===== config.mk =====
export PLATFORM = sky130hd
export DESIGN_NAME = wicp_queue
export DESIGN_NICKNAME = d
export VERILOG_FILES = /design/src/rtl/wicp_pkg.sv /design/src/rtl/wicp_queue.sv
export VERILOG_INCLUDE_DIRS = /design/src /design/src/rtl
export SDC_FILE = /design/constraint.sdc
export NUM_CORES = 1
export LEC_CHECK = 0
export BUFFER_PORTS_ARGS = -buffer_cell sky130_fd_sc_hd__buf_2
export CAP_MARGIN = 25
export CORE_MARGIN = 2
export CORE_UTILIZATION = 51
export CTS_CLUSTER_SIZE = 8
export DETAILED_ROUTE_END_ITERATION = 7
export GPL_ROUTABILITY_DRIVEN = 0
export PLACE_DENSITY = 0.9
export SLEW_MARGIN = 20
export SYNTH_ARGS = -nofsm -noshare
export SYNTH_HDL_FRONTEND = slang
export SYNTH_SLANG_ARGS = --single-unit

===== constraint.sdc =====
create_clock -name clk -period 2.3 [get_ports clk]
set_input_delay 0.115 -clock clk [delete_from_list [all_inputs] [get_ports clk]]
set_output_delay 0.115 -clock clk [all_outputs]
set_load 0.01 [all_outputs]

===== src/rtl/weighted_instruction_cost_profiler_macros.svh =====
// assertion macros shared by the profiler modules
`ifndef WEIGHTED_INSTRUCTION_COST_PROFILER_MACROS_SVH
`define WEIGHTED_INSTRUCTION_COST_PROFILER_MACROS_SVH

// same-cycle implication
`define WICP_ASSERT_IMPLY(label, clk, rst_n, ante, cons) \
    label: assert property (@(posedge clk) disable iff (!rst_n) (ante) |-> (cons)) \
        else $error("wicp assertion failed");

// next-cycle implication
`define WICP_ASSERT_NEXT(label, clk, rst_n, ante, cons) \
    label: assert property (@(posedge clk) disable iff (!rst_n) (ante) |=> (cons)) \
        else $error("wicp assertion failed");

`endif


===== src/rtl/wicp_pkg.sv =====
package wicp_pkg;

    localparam int SLOT_COUNT_DEF  = 64;
    localparam int QUEUE_DEPTH_DEF = 2;
    localparam int SLOT_IDX_W      = 8;
    localparam int ENTRY_W         = 128;

    localparam logic [1:0] CMD_RETIRE = 2'd0;
    localparam logic [1:0] CMD_MARK   = 2'd1;
    localparam logic [1:0] CMD_CLEAR  = 2'd2;
    localparam logic [1:0] CMD_READ   = 2'd3;

    localparam logic [2:0] OP_RETIRE    = 3'd0;
    localparam logic [2:0] OP_READ      = 3'd1;
    localparam logic [2:0] OP_READ_NONE = 3'd2;
    localparam logic [2:0] OP_START     = 3'd3;
    localparam logic [2:0] OP_END       = 3'd4;
    localparam logic [2:0] OP_CLEAR     = 3'd5;
    localparam logic [2:0] OP_NOP       = 3'd6;

    typedef struct packed {
        logic [1:0]         command;
        logic [31:0]        instr_word;
        logic               is_a32;
        logic signed [31:0] mark_value;
        logic [5:0]         read_slot;
    } request_t;

    typedef struct packed {
        logic [7:0]  instr_cost;
        logic [63:0] slot_cost_total;
        logic [63:0] slot_insn_total;
        logic [63:0] buffer_cost;
        logic        buffer_done;
        logic [63:0] buffers_ended;
    } result_t;

    typedef struct packed {
        logic [2:0]            kind;
        logic [7:0]            cost;
        logic [SLOT_IDX_W-1:0] slot;
    } op_t;

endpackage


===== src/rtl/wicp_queue.sv =====
module wicp_queue #(
    parameter int DEPTH = 2
) (
    input  logic          clk,
    input  logic          rst_n,
    input  logic          push,
    input  wicp_pkg::op_t push_op,
    input  logic          pop,
    output wicp_pkg::op_t head,
    output logic          empty,
    output logic          full
);

    import wicp_pkg::*;

    `include "weighted_instruction_cost_profiler_macros.svh"

    localparam int PTR_W = $clog2(DEPTH);
    localparam int CNT_W = $clog2(DEPTH + 1);

    op_t              entry_reg [DEPTH];
    logic [PTR_W-1:0] wr_ptr_reg;
    logic [PTR_W-1:0] rd_ptr_reg;
    logic [CNT_W-1:0] count_reg;
    logic [CNT_W-1:0] count_next;

    assign empty = (count_reg == '0);
    assign full  = (count_reg == CNT_W'(DEPTH));
    assign head  = entry_reg[rd_ptr_reg];

    always_comb
    begin
        count_next = count_reg;
        if (push && !pop)
        begin
            count_next = count_reg + CNT_W'(1);
        end
        else if (pop && !push)
        begin
            count_next = count_reg - CNT_W'(1);
        end
    end

    always_ff @(posedge clk)
    begin
        if (push)
        begin
            entry_reg[wr_ptr_reg] <= push_op;
        end
    end

    always_ff @(posedge clk or negedge rst_n)
    begin
        if (!rst_n)
        begin
            wr_ptr_reg <= '0;
            rd_ptr_reg <= '0;
            count_reg  <= '0;
        end
        else
        begin
            count_reg <= count_next;
            if (push)
            begin
                wr_ptr_reg <= (wr_ptr_reg == PTR_W'(DEPTH - 1)) ? '0 : wr_ptr_reg + PTR_W'(1);
            end
            if (pop)
            begin
                rd_ptr_reg <= (rd_ptr_reg == PTR_W'(DEPTH - 1)) ? '0 : rd_ptr_reg + PTR_W'(1);
            end
        end
    end

    `WICP_ASSERT_IMPLY(a_pop_not_empty, clk, rst_n, pop, count_reg != '0)
    `WICP_ASSERT_IMPLY(a_count_bound, clk, rst_n, 1'b1, count_reg <= CNT_W'(DEPTH))

endmodule


==> results.tsv, run 1 <==
metric	value	unit
Post-synth top cells	edfxtp_1 (38), mux2_4 (19), dfrtp_1 (4), xor2_1 (4)	
Least-Margin Pin Slew	478	ps
layout cells sized above 1	0.490	
sequential area share after synthesis	0.758	
dominant cells by area after synthesis	edfxtp_1 (70%), mux2_4 (17%), dfrtp_1 (6.1%)	
Post-synth EDFFs	38	
max reg flops	38	
vias in the first global route	1008	
root buffer cell	clkbuf_4	
top-area cell type share of the netlist area	0.697	
# setup viols final	0	
DIE HEIGHT	60.6	um
main flop type after synthesis	edfxtp_1	
Setup Skew	11.6	ps
die area	0.00368	mm2
Rel. slew slack	0.681	
Remaining DRCs	0	
Yosys top cell by area	edfxtp_1	
Worst Path Arrival	1680	ps
synthesized cell area	0.00164	mm2
final instance area	0.00222	mm2
CTS tree	done	
CTS Buf Count	5	
I/O pin count	44	
Critical Path RT	2180	ps
Post-CTS Setup Repair Bufs	0	
fin crit share	0.783	
Fin. Hold Viols	0	
diode count	0	
drt via density	4.70	
Nets	172	
Netlist cell types	12	
Cell Chain, Critical Path	buf_12 > mux2_4 > buf_2	
setup TNS	0	ps
CTS H-tree lvls	2	
top-count cell post-synth	edfxtp_1	
via count	908	
outcome	finished, final reports clean	
CTS sink count	42	
register bit total from synthesis	42	
Crit Path Category	register to primary output	
RSZ-0062 raised after global routing	no	
Crit. End Element	primary output	
Final Util	0.727	
nature of the critical path startpoint	register	
initial drt markers	16	
Final Max Tran Viols	0	
post-placement cell area	0.00192	mm2
antenna viol nets, final	0	
R2R depth	2	
GRT overflow	0	
crit path time final	1800	ps
PortBufs	43	
initial core utilization	0.536	
worst hold path class	primary input to asynchronous set/reset pin	
Cells after Synth	75	
largest net degree at the start of global routing	14	
P per Cell Area	1080	mW/mm2
later-pin clock latency in the skew report	340	ps
Syn Nets	99	
Fmax achieved	556	MHz
Layout area overhead	35.7	%
Avg Cell Area, Syn	21.8	um2
Site Rows	20	
Yosys Warn Count	0	
Avg WL per Cell	14.6	um
Reg clk slew, reported paths	110	ps
DP HPWL	1760	um
Worst path slowest cell	dfrtp_1	
FFs w/ async S/R, synth	0.0952	
core area	0.00305	mm2
initial antenna violation count	0	
CP max stage delay	660	ps
final WL	2820	um
GRT Resource Usage Total	0.174	
crit-path max FO	13	
first-pass GRT wire length	4450	um
Die X-Extent	60.6	um
leakage	0.000929	uW
First-pass DRT Iterations	4	
worst vdd ir	601	uV
Max Buffers Root-to-Sink	2	
max-cap viol count	0	
-- placed cells by master (no fill, tap or decap) --
| cell | Yosys | routed |
|---|---|---|
| nor2_1 | 2 | 2 |
| nor2b_2 | 0 | 1 |
| buf_12 | 0 | 1 |
| buf_4 | 0 | 2 |
| clkbuf_4 | 0 | 5 |
| buf_2 | 0 | 43 |
| edfxtp_1 | 38 | 38 |
| bufinv_16 | 0 | 1 |
| clkinvlp_4 | 0 | 1 |
| and2_1 | 1 | 1 |
| inv_1 | 1 | 1 |
| dfrtp_1 | 4 | 4 |
| clkbuf_1 | 0 | 1 |
| and2b_1 | 1 | 1 |
| mux2_4 | 19 | 19 |
| xor2_1 | 4 | 4 |
| xnor2_1 | 1 | 1 |
| ha_1 | 1 | 1 |
| dlygate4sd3_1 | 0 | 22 |
-- final timing paths --
kind                              startpoint              end  slack (ps)
max in group asynchronous              rst_n       wr_ptr_reg        2070
min in group clk                  push_op[8]  entry_reg[1][8]         490
worst max register to register    wr_ptr_reg  entry_reg[0][7]         970
worst min register to register  count_reg[1]     count_reg[1]         510
worst max-delay path              rd_ptr_reg          head[8]         500
worst min-delay path                   rst_n       rd_ptr_reg         100
-- through the flow --
step	power [uW]	hold slack, ps	setup slack (ps)	std cells
floorplan	1660	-181	632	75
CTS	2410	71.3	466	193
detailed placement	1920	-71.6	871	163
global route	2510	80.5	421	193
finish	2390	96.9	500	193
global placement	1900	-75.6	909	163
-- power by group --
part	internal, uW	total (uW)	switching, uW	leakage, uW
clock	229	454	224	0.0000385
sequential	1020	1120	102	0.000403
combinational	461	812	351	0.000488
-- layout make-up --
type	count	area, um2
fill	222	832
clock inverter	2	37.5
inverter	1	3.75
clock buffer	6	41.3
timing repair buffer	68	470
sequential	42	1240
tap	44	55.1
multi-input combinational	30	372
-- timing repair --
action                    in CTS  in global routing
gates resized for setup        0                  0
hold buffers                  22                  0
hold endpoints to repair      44                  0
-- cells by family (layout without fill, tap and decap cells) --
group,Yosys count,in the layout,synth area share
adder cells (fa/ha/maj),1,1,0.00764
multiplexers,19,19,0.174
AND/OR/NAND/NOR,5,5,0.0168
buffers and inverters,3,77,0.0161
flip-flops,42,42,0.758
XOR/XNOR,5,5,0.0268
-- worst max-delay path: cells and delay by family, from the launching register on --
family                 cells  cell delay [ps]
buffers and inverters      2              370
multiplexers               1              310
flip-flops                 1              660
-- per-layer routing --
layer,track usage,vias to the layer above,part of all wire,wire length [um]
li1,-,429,-,-
met1,0.186,432,0.38,1070
met2,0.304,39,0.53,1490
met3,0.0682,8,0.070,197
met4,0.0745,0,0.023,65
met5,0,-,0,0
(Power assumes the default switching activity.)
==> run 2: changes to the inputs <==
Clock period 2.3 ns to 1.7 ns, I/O delays scaled along.
==> run 2 against run 1 <==
  * Count of clock-buffer cells in the layout unchanged
  * Global-route usage shrank 0.73 points
  * Via count is 0.88% higher
  * Sequential share of layout area up 0.48 points
  * Design area is 0.85% lower
  * Power up 28%
  * Register-to-register slack lost 390 ps
  * Clock skew decreased by 8.7 ps
  * Clock power is 3% lower
  * Non-clock buffer count up 3
  * Cell count increased by 1.6%
  * First-iteration DRC count grew 69%
  * Largest cell class unchanged
==> results.tsv, run 2 (synthesized netlist as in run 1, its figures left out) <==
metric	value	unit	change
register area	0.00124	mm2	unchanged
grt met1 use	0.190		+0.00424
Max Buffers Root-to-Sink	2		unchanged
fin crit share	0.896		
Final Util	0.721		-0.00615
met2 GRT Util	0.281		-0.0230
commonest non-fill, non-tap cell in the layout	buf_2		
post-placement cell area	0.00193	mm2	+0.52%
CTS Buf Count	5		unchanged
worst vdd ir	928	uV	+55%
DIE HEIGHT	60.6	um	unchanged
final WL	2690	um	-4.6%
# setup viols final	0		unchanged
Nets	175		+1.7%
crit-path max FO	13		unchanged
Remaining DRCs	0		unchanged
Crit Path Category	register to primary output		
RSZ-0062 raised after global routing	no		
layout cells sized above 1	0.493		+0.00349
crit path time final	1520	ps	
antenna viol nets, final	0		unchanged
PostCTS Resize Cnt	0		unchanged
Top Usage Layer GRT	met2		
PortBufs	43		unchanged
most frequent cells in the layout	buf_2 (43), edfxtp_1 (38), dlygate4sd3_1 (22)		
Final Max Tran Viols	0		unchanged
worst hold path class	primary input to asynchronous set/reset pin		
setup TNS	0	ps	unchanged
drt via density	4.67		-0.66%
Layout area overhead	34.6	%	
diode count	0		unchanged
root buffer cell	clkbuf_4		
initial antenna violation count	0		unchanged
final instance area	0.00220	mm2	-0.85%
first-pass GRT wire length	4150	um	-6.8%
Crit. End Element	primary output		
largest net degree at the start of global routing	14		unchanged
Site Rows	20		unchanged
CTS tree	done		
initial drt markers	27		+11
Die X-Extent	60.6	um	unchanged
outcome	finished, final reports clean		
via count	916		+0.88%
met3 GRT Util	0.0704		+0.00213
leakage	0.000931	uW	+0.18%
DP HPWL	1740	um	-0.80%
Fin Hold WS	97.2	ps	+0.377 ps
GRT overflow	0		unchanged
CTS sink count	42		unchanged
CTS Hold Bufs	22		unchanged
CTS H-tree lvls	2		unchanged
Least-Margin Pin Slew	247	ps	-231 ps
Critical Path RT	1620	ps	-560 ps
I/O pin count	44		unchanged
Rel. slew slack	0.835		+0.154
Reg clk slew, reported paths	110	ps	about the same
die area	0.00368	mm2	unchanged
later-pin clock latency in the skew report	330	ps	about the same
max-cap viol count	0		unchanged
max reg flops	38		unchanged
First-pass DRT Iterations	4		unchanged
core area	0.00305	mm2	unchanged
GRT Resource Usage Total	0.166		-0.00733
Fmax achieved	657	MHz	
P per Cell Area	1390	mW/mm2	+29%
nature of the critical path startpoint	register		
fillers	214		-3.6%
initial core utilization	0.536		unchanged
Post-CTS Setup Repair Bufs	0		unchanged
multi-input logic area	372	um2	unchanged
vias in the first global route	936		-7.1%
Fin. Hold Viols	0		unchanged
Avg WL per Cell	13.7	um	-6.1%
Post-Layout Cell Count	196		+1.6%
Setup Skew	2.92	ps	-8.70 ps
DP Cell Count	166		+1.8%
Worst Path Arrival	1440	ps	-240 ps
## run 2: cell count changes in the layout (fill, tap and decap cells not counted)
cell / before / now
buf_4: 2 / 6
buf_12: 1 / 0
clkinvlp_4: 1 / 0
bufinv_16: 1 / 0
clkinv_2: 0 / 1
clkinv_1: 0 / 1
## run 2: critical path, stage by stage, from the launching register on
cell,delay [ps]
dfrtp_1,360
buf_4,260
mux2_4,330
buf_2,140
## run 2: path summary, 6_finish.rpt
check	from	end	slack (ps)	depth (start not counted)
max	rd_ptr_reg	head[2]	180	3
max in group asynchronous	rst_n	wr_ptr_reg	1480	2
max reg2reg	wr_ptr_reg	entry_reg[0][7]	580	2
min in group clk	pop	rd_ptr_reg	470	3
min	rst_n	count_reg[0]	100	2
min reg2reg	count_reg[1]	count_reg[1]	500	1
## run 2: layout make-up
type | instances | share of cell area
Clock inverter | 2 | 0.00398
Clock buffer | 6 | 0.0188
Timing Repair Buffer | 71 | 0.218
Multi-Input combinational cell | 30 | 0.169
Tap cell | 44 | 0.0250
Sequential cell | 42 | 0.564
Inverter | 1 | 0.00170
## run 2: power breakdown
| group | total (uW) | switching [uW] | internal [uW] |
|---|---|---|---|
| registers | 1470 | 91.7 | 1380 |
| clock network | 440 | 285 | 156 |
| logic | 1140 | 517 | 624 |
## run 2: routing by layer
layer	part of all wire	vias up
met4	0.012	0
met5	0	-
met1	0.41	436
met2	0.51	39
met3	0.072	6
li1	-	435
## run 2: metrics by stage
stage          power (uW)  worst slack (ps)
2_1_floorplan        2250              32.4
3_3_place_gp         2560               569
3_5_place_dp         2600               536
4_1_cts              3070               153
5_1_grt              3240               105
6_report             3050               177
