**config.mk**
```make
export PLATFORM = sky130hd
export DESIGN_NAME = wicp_front
export DESIGN_NICKNAME = d
export VERILOG_FILES = /design/src/rtl/weighted_instruction_cost_profiler_macros.svh /design/src/rtl/wicp_pkg.sv /design/src/rtl/wicp_front.sv
export SDC_FILE = /design/constraint.sdc
export NUM_CORES = 1
export LEC_CHECK = 0
export BUFFER_PORTS_ARGS = -buffer_cell sky130_fd_sc_hd__buf_2
export CAP_MARGIN = 30
export CORE_MARGIN = 5
export CORE_UTILIZATION = 38
export DETAILED_ROUTE_END_ITERATION = 10
export PLACE_DENSITY = 0.8
export SLEW_MARGIN = 20
export SYNTH_ARGS = -nofsm -noshare
export SYNTH_HDL_FRONTEND = slang
export SYNTH_SLANG_ARGS = --single-unit
```
**constraint.sdc**
```tcl
create_clock -name clk -period 3 [get_ports clk]
set_clock_uncertainty 0.1 [all_clocks]
set_input_delay 0.75 -clock clk [delete_from_list [all_inputs] [get_ports clk]]
set_output_delay 0.75 -clock clk [all_outputs]
set_load 0.02 [all_outputs]
```
**src/rtl/weighted_instruction_cost_profiler_macros.svh**
```systemverilog
// assertion macros shared by the profiler modules
`ifndef WEIGHTED_INSTRUCTION_COST_PROFILER_MACROS_SVH
`define WEIGHTED_INSTRUCTION_COST_PROFILER_MACROS_SVH

// same-cycle implication
`define WICP_ASSERT_IMPLY(label, clk, rst_n, ante, cons) \
    label: assert property (@(posedge clk) disable iff (!rst_n) (ante) |-> (cons)) \
        else $error("wicp assertion failed");

// next-cycle implication
`define WICP_ASSERT_NEXT(label, clk, rst_n, ante, cons) \
    label: assert property (@(posedge clk) disable iff (!rst_n) (ante) |=> (cons)) \
        else $error("wicp assertion failed");

`endif

```
**src/rtl/wicp_pkg.sv**
```systemverilog
package wicp_pkg;

    localparam int SLOT_COUNT_DEF  = 64;
    localparam int QUEUE_DEPTH_DEF = 2;
    localparam int SLOT_IDX_W      = 8;
    localparam int ENTRY_W         = 128;

    localparam logic [1:0] CMD_RETIRE = 2'd0;
    localparam logic [1:0] CMD_MARK   = 2'd1;
    localparam logic [1:0] CMD_CLEAR  = 2'd2;
    localparam logic [1:0] CMD_READ   = 2'd3;

    localparam logic [2:0] OP_RETIRE    = 3'd0;
    localparam logic [2:0] OP_READ      = 3'd1;
    localparam logic [2:0] OP_READ_NONE = 3'd2;
    localparam logic [2:0] OP_START     = 3'd3;
    localparam logic [2:0] OP_END       = 3'd4;
    localparam logic [2:0] OP_CLEAR     = 3'd5;
    localparam logic [2:0] OP_NOP       = 3'd6;

    typedef struct packed {
        logic [1:0]         command;
        logic [31:0]        instr_word;
        logic               is_a32;
        logic signed [31:0] mark_value;
        logic [5:0]         read_slot;
    } request_t;

    typedef struct packed {
        logic [7:0]  instr_cost;
        logic [63:0] slot_cost_total;
        logic [63:0] slot_insn_total;
        logic [63:0] buffer_cost;
        logic        buffer_done;
        logic [63:0] buffers_ended;
    } result_t;

    typedef struct packed {
        logic [2:0]            kind;
        logic [7:0]            cost;
        logic [SLOT_IDX_W-1:0] slot;
    } op_t;

endpackage

```
**src/rtl/wicp_front.sv**
```systemverilog
module wicp_front #(
    parameter int SLOT_COUNT = 64
) (
    input  logic               clk,
    input  logic               rst_n,
    input  logic               start,
    input  wicp_pkg::request_t request,
    input  logic               full,
    output logic               push,
    output wicp_pkg::op_t      op
);

    import wicp_pkg::*;

    localparam int SLOT_W = $clog2(SLOT_COUNT);

    logic [SLOT_W-1:0] active_slot_reg;
    logic [SLOT_W-1:0] active_slot_next;

    function automatic logic [7:0] fp_arith_cost(input logic [31:0] w);
        logic [3:0] opc;
        logic       dbl;
        logic [7:0] c;
        opc = {w[23], 1'b0, w[21:20]};
        dbl = w[8];
        c   = 8'd1;
        case (opc)
            4'h0, 4'h1, 4'h9, 4'hA: c = dbl ? 8'd3 : 8'd1;
            4'h2:                   c = dbl ? 8'd2 : 8'd1;
            4'h8:                   c = dbl ? 8'd29 : 8'd14;
            4'hB:
            begin
                if (w[19:16] == 4'h1 && w[7:6] == 2'b11)
                begin
                    c = dbl ? 8'd29 : 8'd14;
                end
            end
            default:                c = 8'd1;
        endcase
        return c;
    endfunction

    function automatic logic [7:0] word_cost(input logic [31:0] w);
        logic [7:0] c;
        c = 8'd1;
        if (w[31:28] == 4'hF)
        begin
            if ((w & 32'hFE000000) == 32'hF2000000)
            begin
                c = w[6] ? 8'd2 : 8'd1;
            end
            else if ((w & 32'hFF100000) == 32'hF4000000)
            begin
                c = 8'd2;
            end
        end
        else if ((w & 32'h0F000E00) == 32'h0E000A00)
        begin
            if (w[4])
            begin
                c = ((w & 32'h00F00F10) == 32'h00F00A10 && w[20]) ? 8'd3 : 8'd2;
            end
            else
            begin
                c = fp_arith_cost(w);
            end
        end
        else if ((w & 32'h0E000E00) == 32'h0C000A00)
        begin
            if ((w & 32'h0FE00000) == 32'h0C400000)
            begin
                c = 8'd2;
            end
            else if (w[24] && !w[21])
            begin
                c = 8'd1;
            end
            else
            begin
                c = {1'b0, w[7:1]} + 8'd1;
            end
        end
        else if (w[27:25] == 3'b000 && (w & 32'h0F0000F0) == 32'h00000090)
        begin
            c = w[23] ? 8'd2 : 8'd1;
        end
        else if ((w & 32'h0FD000F0) == 32'h07100010)
        begin
            c = 8'd10;
        end
        return c;
    endfunction

    assign push = start && !full;

    always_comb
    begin
        op               = '0;
        op.kind          = OP_NOP;
        active_slot_next = active_slot_reg;
        case (request.command)
            CMD_RETIRE:
            begin
                op.kind = OP_RETIRE;
                op.cost = request.is_a32 ? word_cost(request.instr_word) : 8'd1;
                op.slot = SLOT_IDX_W'(active_slot_reg);
            end
            CMD_MARK:
            begin
                active_slot_next = '0;
                if (request.mark_value == -32'sd2)
                begin
                    op.kind = OP_START;
                end
                else if (request.mark_value == -32'sd1)
                begin
                    op.kind = OP_END;
                end
                else if ($unsigned(request.mark_value) < 32'(SLOT_COUNT))
                begin
                    active_slot_next = SLOT_W'($unsigned(request.mark_value));
                end
            end
            CMD_CLEAR:
            begin
                op.kind = OP_CLEAR;
            end
            CMD_READ:
            begin
                op.slot = SLOT_IDX_W'(request.read_slot);
                if ({26'b0, request.read_slot} < 32'(SLOT_COUNT))
                begin
                    op.kind = OP_READ;
                end
                else
                begin
                    op.kind = OP_READ_NONE;
                end
            end
            default:
            begin
                op.kind = OP_NOP;
            end
        endcase
    end

    always_ff @(posedge clk or negedge rst_n)
    begin
        if (!rst_n)
        begin
            active_slot_reg <= '0;
        end
        else if (push)
        begin
            active_slot_reg <= active_slot_next;
        end
    end

endmodule

```
==> metrics.md, run 1 <==
| Metric | Value |
|---|---|
| Syn_area_per_cell | 7.62 sq um |
| Synth Area in XOR/XNOR | 3.88% |
| DRT antenna net count | 0 |
| Final setup viols | 0 |
| Total gr overflow | 0 |
| Routed length per instance | 15.5 microns |
| RePlAce Congestion | 0.905 |
| Max clock buf depth | 2 |
| Vias post-DR | 1585 |
| Clock Sinks | 6 |
| Mapped cell area | 1130 sq um |
| Yosys cell types | 48 |
| Run status | finished clean |
| WL final | 4.22 mm |
| Fillers | 273 |
| Post-DP Area | 1630 sq um |
| Area growth, synth to finish | 53.7% |
| First-pass GRT wire length | 6.35 mm |
| H-tree depth | 1 |
| Leakage | 0.000840 uW |
| Crit Path Class | in -> out |
| Final hold slack | 0.222 ns |
| Layout Nets | 327 |
| Starting Density | 40.2% |
| Crit path launch type | primary input |
| Max Cap Viol | 0 |
| Register area share after synthesis | 13.3% |
| Synth Area in Adders | 6.66% |
| Flop2flop setup slack | 2.18 ns |
| Root Driver | clkbuf_4 |
| Initial antenna violation count | 0 |
| Tot GR Track Use | 18.3% |
| Register bit count reported by yosys | 6 |
| Post-synth EDFFs | 0 |
| Dominant register cell in the synthesized netlist | dfrtp_1 |
| Die width | 64.5 microns |
| IO Port Bufs | 89 |
| Clock slew at reported path FFs | 0.04 ns |
| Worst EP arrival | 2.09 ns |
| Cell Pwr Density | 185 nW/um^2 |
| Max IR drop VDD | 0.000155 V |
| Die Footprint | 4160 sq um |
| Final period util | 98.1% |
| Setup crit end kind | output port |
| Row Count | 19 |
| DP HPWL | 3.40 mm |
| Class of the worst hold path | in -> async |
| Insertion delay to the later sink of the worst-skew pair | 0.24 ns |
| Slew Viols, Final | 0 |
| Synth Instances | 148 |
| Fin crit period | 2.94 ns |
| Vias in the first global route | 1444 |
| Hold_buf cts | 0 |
| Synth Area in Simple Gates | 45.4% |
| Final Hold Violating Endpoints | 0 |
| Initial detailed-routing violation count | 139 |
| Crit Reg-Reg Startpoint | active_slot_reg[4]$_DFFE_PN0P_ |
| Required @ worst endpoint | 2.15 ns |
| Setup ws final | 0.0578 ns |
| TritonCTS Buffers | 3 |
| Max reg flops | 6 |
| Fin area | 1730 sq um |
| Largest net degree at the start of global routing | 12 |
| RSZ-0062 raised after global routing | true |
| Dpl ws | 0.0207 ns |
| Mux share of post-synthesis cell area | 0% |
| Post-synth ARST share | 100% |
| Ant diodes | 0 |
| Complex-gate fraction of the synthesized area | 25.4% |
| Path depth of the worst reg2reg path | 1 |
| Core area | 2810 sq um |
| Yosys warns | 0 |
| Worst Path Max Fanout | 2 |
| Largest family of logic cells by synthesized area | simple AND/OR/NAND/NOR gates |
| Die height | 64.5 microns |
| Reg-to-reg critical path endpoint | active_slot_reg[4]$_DFFE_PN0P_ |
| CTS tree | built |
| Drt pass-1 iters | 4 |
| I/O Pins | 97 |
| Post-route DRC | 0 |
| F_max | 340 MHz |
| Layout cells sized above 1 | 47.5% |
| Vias per std cell | 5.81 |
[worst max-delay path, cell delays in order]
cell and delay, ns:
buf_2 0.11, nand4_1 0.13, or4_4 0.52, nor3_4 0.23, a211oi_2 0.09, nor2_1 0.12
buf_4 0.15
[synth_stat cells, drive strengths merged, types with 5 or more instances]
cell | instances | area share [%]
a22oi | 8 | 5.3
nor4 | 7 | 5.2
a22o | 7 | 5.4
dfrtp | 6 | 13
nor3 | 5 | 3.1
buf | 6 | 3.3
nor2 | 16 | 5.5
nand2b | 5 | 2.8
nand3 | 10 | 4.9
nand4 | 10 | 5.5
nand2 | 12 | 4.7
ha | 6 | 6.7
[power breakdown]
group	internal, uW	switching [uW]
Clock	45.2	27.8
Combinational	77.9	88.1
Sequential	81.2	0.000000703
Total	204	116
[stage by stage]
| stage | setup TNS, ns | utilization (%) | cells | total power, uW |
|---|---|---|---|---|
| 2_1_floorplan | 0 | - | 149 | 155 |
| 3_3_place_gp | 0 | 58.0 | 269 | 234 |
| 3_5_place_dp | 0 | 58.0 | 269 | 237 |
| 4_1_cts | 0 | 58.8 | 272 | 312 |
| 5_1_grt | -0.0753 | 61.8 | 273 | 344 |
| 6_report | 0 | 61.8 | 273 | 320 |
[logic make-up after synthesis]
kind of cell | count (synthesis)
XOR/XNOR | 5
AND/OR/NAND/NOR | 83
buffers and inverters | 11
adder cells (fa/ha/maj) | 6
other | 1
flip-flops | 6
AO/OA/AOI/OAI | 36
[cell usage in the layout, fill, tap and decap left out, drive strengths merged, types with 2 or more instances in the layout]
| master | instances |
|---|---|
| buf | 97 |
| nor2 | 16 |
| nand2 | 12 |
| nand4 | 10 |
| nand3 | 10 |
| a22oi | 8 |
| a22o | 7 |
| nor4 | 7 |
| ha | 6 |
| dfrtp | 6 |
| nand2b | 5 |
| nor3 | 5 |
| inv | 4 |
| a21oi | 4 |
| nor2b | 4 |
| or4 | 3 |
| xor2 | 3 |
| a31oi | 3 |
| clkbuf | 3 |
| and4b | 2 |
| nand3b | 2 |
| o21a | 2 |
| nand4b | 2 |
| and3 | 2 |
| xnor2 | 2 |
| o21ai | 2 |
| conb | 2 |
| nor4b | 2 |
[layer usage]
layer  wire, microns  global-route usage (%)  vias up
li1                -                       -      767
met1            1630                    21.8      734
met2            2210                    34.5       78
met3             347                    3.63        6
met4              42                    2.37        0
met5               0                       0        -
[how the worst max path moves through the flow]
stage,slack (ns),from,to
final,0.06,request[22],op[16]
after global routing,-0.06,request[18],op[16]
after CTS,0.02,request[12],op[16]
after detailed placement,0.02,request[12],op[16]
after global placement,0.07,request[12],op[16]
after floorplan,0.06,request[72],op[15]
[timing repair]
item,in CTS,in global routing
endpoints found under the hold margin,0,0
resized for setup,0,14
endpoints found under the setup margin,0,5
buffers inserted,0,1
[layout make-up]
class / instances / area (sq um) / area share, %
Multi-Input combinational cell: 132 / 948 / 54.7
Inverter: 4 / 15.0 / 0.866
Sequential cell: 6 / 150 / 8.66
Tap cell: 31 / 38.8 / 2.24
Clock buffer: 3 / 22.5 / 1.30
Timing Repair Buffer: 97 / 558 / 32.2
(Power assumes the default switching activity.)
==> inputs of run 2 (changes only) <==
Settings changed: CTS_BUF_LIST set to sky130_fd_sc_hd__clkbuf_16.
==> run 2 against run 1 <==
Die area unchanged. Clock-buffer cell count unchanged. Global-route usage increased by 0.22 points. Non-clock buffer count unchanged. Cell count unchanged. Critical path depth unchanged. Via count decreased by 2.5%.
==> metrics.md, run 2 (synthesized netlist as in run 1, its figures left out) <==
| Metric | Value |
|---|---|
| Run status | finished clean (unchanged) |
| Required @ worst endpoint | 2.15 ns (about the same) |
| Vias per std cell | 5.66 (was 5.81) |
| Core area | 2810 sq um (unchanged) |
| Final setup viols | 0 (unchanged) |
| Critical Path Sink | op[16] (unchanged) |
| Initial antenna violation count | 0 (unchanged) |
| Vias in the first global route | 1450 (was 1444) |
| Worst Setup SP | request[19] (was request[22]) |
| CTS tree | built (unchanged) |
| CP max-delay cell | or4_4 (unchanged) |
| Class of the worst hold path | in -> async (unchanged) |
| Layout Nets | 327 (unchanged) |
| Max IR drop VDD | 0.000304 V (was 0.000155 V) |
| Root Driver | clkbuf_16 (was clkbuf_4) |
| Tot Pwr | 460 uW (was 320 uW) |
| IO Port Bufs | 89 (unchanged) |
| First-pass GRT wire length | 6.40 mm (was 6.35 mm) |
| Crit Path Class | in -> out (unchanged) |
| Worst Path Max Fanout | 2 (unchanged) |
| Leakage | 0.000863 uW (was 0.000840 uW) |
| Starting Density | 40.2% (unchanged) |
| WL final | 4.20 mm (was 4.22 mm) |
| Row Count | 19 (unchanged) |
| I/O Pins | 97 (unchanged) |
| Setup ws final | 0.0645 ns (was 0.0578 ns) |
| Die Footprint | 4160 sq um (unchanged) |
| RSZ-0062 raised after global routing | true (unchanged) |
| Commonest non-fill, non-tap cells in the layout | buf_2, nor2_1, nand2_1 (unchanged) |
| Buf+Inv Stages, Crit Path | 2 (unchanged) |
| Crit path launch type | primary input (unchanged) |
| Largest net degree at the start of global routing | 12 (unchanged) |
| Slowest stage delay, CP | 0.57 ns (was 0.52 ns) |
| Final hold slack | 0.245 ns (was 0.222 ns) |
| Max reg flops | 6 (unchanged) |
| Post-DP Area | 1630 sq um (unchanged) |
| H-tree depth | 1 (unchanged) |
| Most common cell after layout, fill and taps aside | buf_2 (unchanged) |
| Cell Pwr Density | 258 nW/um^2 (was 185 nW/um^2) |
| DRT antenna net count | 0 (unchanged) |
| Final period util | 97.8% (was 98.1%) |
| CP top delay family | simple AND/OR/NAND/NOR gates (unchanged) |
| Routed length per instance | 15.4 microns (was 15.5 microns) |
| Slew Viols, Final | 0 (unchanged) |
| M1 GR Usage | 22.1% (was 21.8%) |
| Clock slew at reported path FFs | 0.03 ns (was 0.04 ns) |
| Die height | 64.5 microns (unchanged) |
| TritonCTS Buffers | 3 (unchanged) |
| Fin area | 1790 sq um (was 1730 sq um) |
| F_max | 341 MHz (was 340 MHz) |
| Vias post-DR | 1545 (was 1585) |
| RePlAce Congestion | 0.905 (unchanged) |
| Hold_buf cts | 0 (unchanged) |
| Setup TNS | 0 ns (unchanged) |
| M3 GR Usage | 3.11% (was 3.63%) |
| Layout cells sized above 1 | 47.5% (unchanged) |
| Met2 Use GR | 34.5% (unchanged) |
| Ant diodes | 0 (unchanged) |
| Crit Reg-Reg Startpoint | active_slot_reg[4]$_DFFE_PN0P_ (unchanged) |
| Setup crit end kind | output port (unchanged) |
| Insertion delay to the later sink of the worst-skew pair | 0.22 ns (was 0.24 ns) |
| Drt pass-1 iters | 4 (unchanged) |
| Flop2flop setup slack | 2.19 ns (was 2.18 ns) |
| Reg-to-reg critical path endpoint | active_slot_reg[4]$_DFFE_PN0P_ (unchanged) |
| Path depth of the worst reg2reg path | 1 (unchanged) |
| DP HPWL | 3.40 mm (unchanged) |
| Final Hold Violating Endpoints | 0 (unchanged) |
| Busiest grt layer | met2 (unchanged) |
| Die width | 64.5 microns (unchanged) |
| Fin crit period | 2.94 ns (about the same) |
| Clock Sinks | 6 (unchanged) |
| Total gr overflow | 0 (unchanged) |
| CP Cell Sequence | buf_6, nand4_1, or4_4, nor3_4, a211oi_2, nor2_1, buf_4 (was buf_2, nand4_1, or4_4, nor3_4, a211oi_2, nor2_1, buf_4) |
| Dpl ws | 0.0207 ns (unchanged) |
| Worst EP arrival | 2.09 ns (about the same) |
| Max clock buf depth | 2 (unchanged) |
| CP Depth | 7 (unchanged) |
| Max Cap Viol | 0 (unchanged) |
| Tot GR Track Use | 18.5% (was 18.3%) |
| Post-route DRC | 0 (unchanged) |
| Initial detailed-routing violation count | 103 (was 139) |
| Area growth, synth to finish | 58.4% (was 53.7%) |
run 2: cell counts in the layout (fill, tap and decap cells not counted):
Identical to the previous run, type by type.
run 2: worst min path at each step:
stage	startpoint	endpoint	slack [ns]
CTS	rst_n	active_slot_reg[5]$_DFFE_PN0P_	0.24
detailed placement	active_slot_reg[5]$_DFFE_PN0P_	active_slot_reg[5]$_DFFE_PN0P_	0.40
global placement	active_slot_reg[2]$_DFFE_PN0P_	active_slot_reg[2]$_DFFE_PN0P_	0.40
floorplan	rst_n	active_slot_reg[0]$_DFFE_PN0P_	0.35
global route	rst_n	active_slot_reg[5]$_DFFE_PN0P_	0.25
finish	rst_n	active_slot_reg[5]$_DFFE_PN0P_	0.24
run 2: area by class of cell:
type | count | area (sq um)
Fill cell | 267 | 1020
Multi-Input combinational cell | 132 | 948
Timing Repair Buffer | 97 | 558
Sequential cell | 6 | 150
Clock buffer | 3 | 75.1
Tap cell | 31 | 38.8
Inverter | 4 | 15.0
run 2: metal layers:
| layer | vias up | share of wire [%] |
|---|---|---|
| met5 | - | 0 |
| met2 | 71 | 52 |
| met1 | 699 | 40 |
| met3 | 6 | 7.4 |
| li1 | 769 | - |
| met4 | 0 | 1.2 |
run 2: power breakdown:
part	internal, uW	total, uW	switching, uW
registers	81.5	81.5	0.000000705
logic	77.9	166	88.2
clock network	171	212	41.6
run 2: stage by stage:
stage	utilization (%)	std cells
5_1_grt	63.6	273
3_5_place_dp	58.0	269
3_3_place_gp	58.0	269
4_1_cts	60.7	272
6_report	63.6	273
2_1_floorplan	-	149
run 2: timing repair:
item                                    CTS  global route
gates resized for setup                   0            14
buffers inserted                          0             1
endpoints found under the setup margin    0             5
hold endpoints to repair                  0             0
==> inputs of run 3 (changes only) <==
Settings changed: CORE_MARGIN 5 to 2.
==> run 3 against run 2 <==
Routed wire length down 13%. Die area down 18%. Fmax fell by 0.89%. Cell count down 0.37%. Clock-buffer cell count unchanged. Global-route usage up 3.9 points. Combinational power down 5%. Clock power is essentially flat. Flip-flop and latch count unchanged. Non-clock buffer count decreased by 1. Design area down 3.0%. Power shrank 1.5%.
==> metrics.md, run 3 (synthesized netlist as in run 1, its figures left out) <==
| Metric | Value |
|---|---|
| Final hold slack | 0.239 ns (was 0.245 ns) |
| Routed length per instance | 13.3 microns (was 15.4 microns) |
| Hold_buf cts | 0 (unchanged) |
| Required @ worst endpoint | 2.15 ns (about the same) |
| Vias post-DR | 1531 (was 1545) |
| H-tree depth | 1 (unchanged) |
| Sw power | 130 uW (about the same) |
| DP HPWL | 3.12 mm (was 3.40 mm) |
| Layout Nets | 326 (was 327) |
| RSZ-0062 raised after global routing | true (unchanged) |
| CP max-delay cell | a2111oi_4 (was or4_4) |
| Post-DP Area | 1620 sq um (was 1630 sq um) |
| Die height | 58.5 microns (was 64.5 microns) |
| Final setup viols | 0 (unchanged) |
| Class of the worst hold path | in -> async (unchanged) |
| Drt pass-1 iters | 4 (unchanged) |
| WL final | 3.63 mm (was 4.20 mm) |
| Starting Density | 40.5% (was 40.2%) |
| CTS tree | built (unchanged) |
| Fin area | 1730 sq um (was 1790 sq um) |
| CP top delay family | compound AO/OA/AOI/OAI gates (was simple AND/OR/NAND/NOR gates) |
| Worst EP arrival | 2.11 ns (was 2.09 ns) |
| Setup crit end kind | output port (unchanged) |
| Switching Share | 28.7% (was 28.2%) |
| Setup TNS | 0 ns (unchanged) |
| Flop pwr share | 18.0% (was 17.7%) |
| Layout cells sized above 1 | 46.9% (was 47.5%) |
| Tot GR Track Use | 22.4% (was 18.5%) |
| Worst Path Max Fanout | 5 (was 2) |
| Final Hold Violating Endpoints | 0 (unchanged) |
| Slew Viols, Final | 0 (unchanged) |
| Setup ws final | 0.0382 ns (was 0.0645 ns) |
| Initial detailed-routing violation count | 41 (was 103) |
| Flop2flop setup slack | 2.19 ns (about the same) |
| Crit path launch type | primary input (unchanged) |
| Ant diodes | 0 (unchanged) |
| Initial antenna violation count | 0 (unchanged) |
| I/O Pins | 97 (unchanged) |
| Top routing layer used | met4 (unchanged) |
| Row Count | 19 (unchanged) |
| Largest net degree at the start of global routing | 12 (unchanged) |
| Clock slew at reported path FFs | 0.03 ns (about the same) |
| Total gr overflow | 0 (unchanged) |
| Crit Reg-Reg Startpoint | active_slot_reg[2]$_DFFE_PN0P_ (was active_slot_reg[4]$_DFFE_PN0P_) |
| Cell Pwr Density | 262 nW/um^2 (was 258 nW/um^2) |
| Max Cap Viol | 0 (unchanged) |
| Most common cell after layout, fill and taps aside | buf_2 (unchanged) |
| Cell-internal power | 323 uW (was 330 uW) |
| F_max | 338 MHz (was 341 MHz) |
| Vias per std cell | 5.63 (was 5.66) |
| TritonCTS Buffers | 3 (unchanged) |
| Tot Pwr | 453 uW (was 460 uW) |
| Buf+Inv Stages, Crit Path | 2 (unchanged) |
| Max clock buf depth | 2 (unchanged) |
| Insertion delay to the later sink of the worst-skew pair | 0.23 ns (was 0.22 ns) |
| Reg-to-reg critical path endpoint | active_slot_reg[2]$_DFFE_PN0P_ (was active_slot_reg[4]$_DFFE_PN0P_) |
| Clock power frac | 47.5% (was 46.2%) |
| Dpl ws | 0.0558 ns (was 0.0207 ns) |
| Metal-1 WL | 1.53 mm (was 1.67 mm) |
| Run status | finished clean (unchanged) |
| Max reg flops | 6 (unchanged) |
| Die width | 58.5 microns (was 64.5 microns) |
| Cell repeated most along the worst path | buf_2 |
| Die Footprint | 3420 sq um (was 4160 sq um) |
| Leakage | 0.000843 uW (was 0.000863 uW) |
| CP Cell Sequence | buf_2, and4b_1, nand3_2, a2111oi_4, o31ai_1, nor2_1, buf_2 (was buf_6, nand4_1, or4_4, nor3_4, a211oi_2, nor2_1, buf_4) |
| CP Depth | 7 (unchanged) |
| Met2 wire len | 1.81 mm (was 2.17 mm) |
| Slowest stage delay, CP | 0.42 ns (was 0.57 ns) |
| Fin crit period | 2.96 ns (was 2.94 ns) |
| IO Port Bufs | 89 (unchanged) |
| Max IR drop VDD | 0.000317 V (was 0.000304 V) |
| First-pass GRT wire length | 6.18 mm (was 6.40 mm) |
| Vias in the first global route | 1596 (was 1450) |
| Path depth of the worst reg2reg path | 1 (unchanged) |
| Clock Sinks | 6 (unchanged) |
| Logic gate share of total power | 34.6% (was 36.1%) |
| Metal3 WL | 246 microns (was 310 microns) |
| DRT antenna net count | 0 (unchanged) |
| Commonest non-fill, non-tap cells in the layout | buf_2, nor2_1, nand2_1 (unchanged) |
| Crit Path Class | in -> out (unchanged) |
| Core area | 2780 sq um (was 2810 sq um) |
| Fillers | 267 (unchanged) |
| Root Driver | clkbuf_16 (unchanged) |
| Post-route DRC | 0 (unchanged) |
| Final period util | 98.7% (was 97.8%) |
| Area growth, synth to finish | 53.6% (was 58.4%) |
| RePlAce Congestion | 0.853 (was 0.905) |
## run 3: changes by cell type in the layout (fill, tap and decap cells not counted), sizes merged
cell    before  now
buf         97   95
clkbuf       3    4
## run 3: worst max-delay path by stage
stage | startpoint | end
floorplan | request[72] | op[15]
global placement | request[12] | op[16]
detailed placement | request[46] | op[10]
CTS | request[12] | op[16]
global route | request[46] | op[10]
finish | request[46] | op[11]
## run 3: what timing repair did
item | in CTS | in global routing
buffers inserted | 0 | 1
gates resized for setup | 0 | 8
setup endpoints to repair | 0 | 5
endpoints found under the hold margin | 0 | 0
## run 3: power by group through the flow
stage / Clock [uW] / Combinational [uW] / Sequential (uW)
final: 215 / 157 / 81.4
after global routing: 221 / 173 / 81.4
after CTS: 217 / 154 / 81.4
after detailed placement: 0 / 153 / 82.4
after global placement: 0 / 151 / 82.4
after floorplan: 0 / 72.5 / 82.4
## run 3: cell type report
type	instances	area [sq um]	area share [%]
flip-flops and latches	6	150	8.67
well taps	31	38.8	2.24
multi-input cells	132	947	54.7
clock buffers	3	75.1	4.34
inverters	4	15.0	0.867
repair buffers	96	505	29.2
## run 3: through the flow
| stage | util [%] | instances |
|---|---|---|
| after floorplan | - | 149 |
| after global placement | 58.2 | 268 |
| after detailed placement | 58.2 | 268 |
| after CTS | 60.9 | 271 |
| after global routing | 62.3 | 272 |
| final | 62.3 | 272 |
## run 3: metal layers
layer  global-route usage (%)  vias to the layer above
met5                        0                        -
met3                     3.08                        8
li1                         -                      766
met2                     40.3                       58
met1                     25.8                      699
met4                     11.0                        0
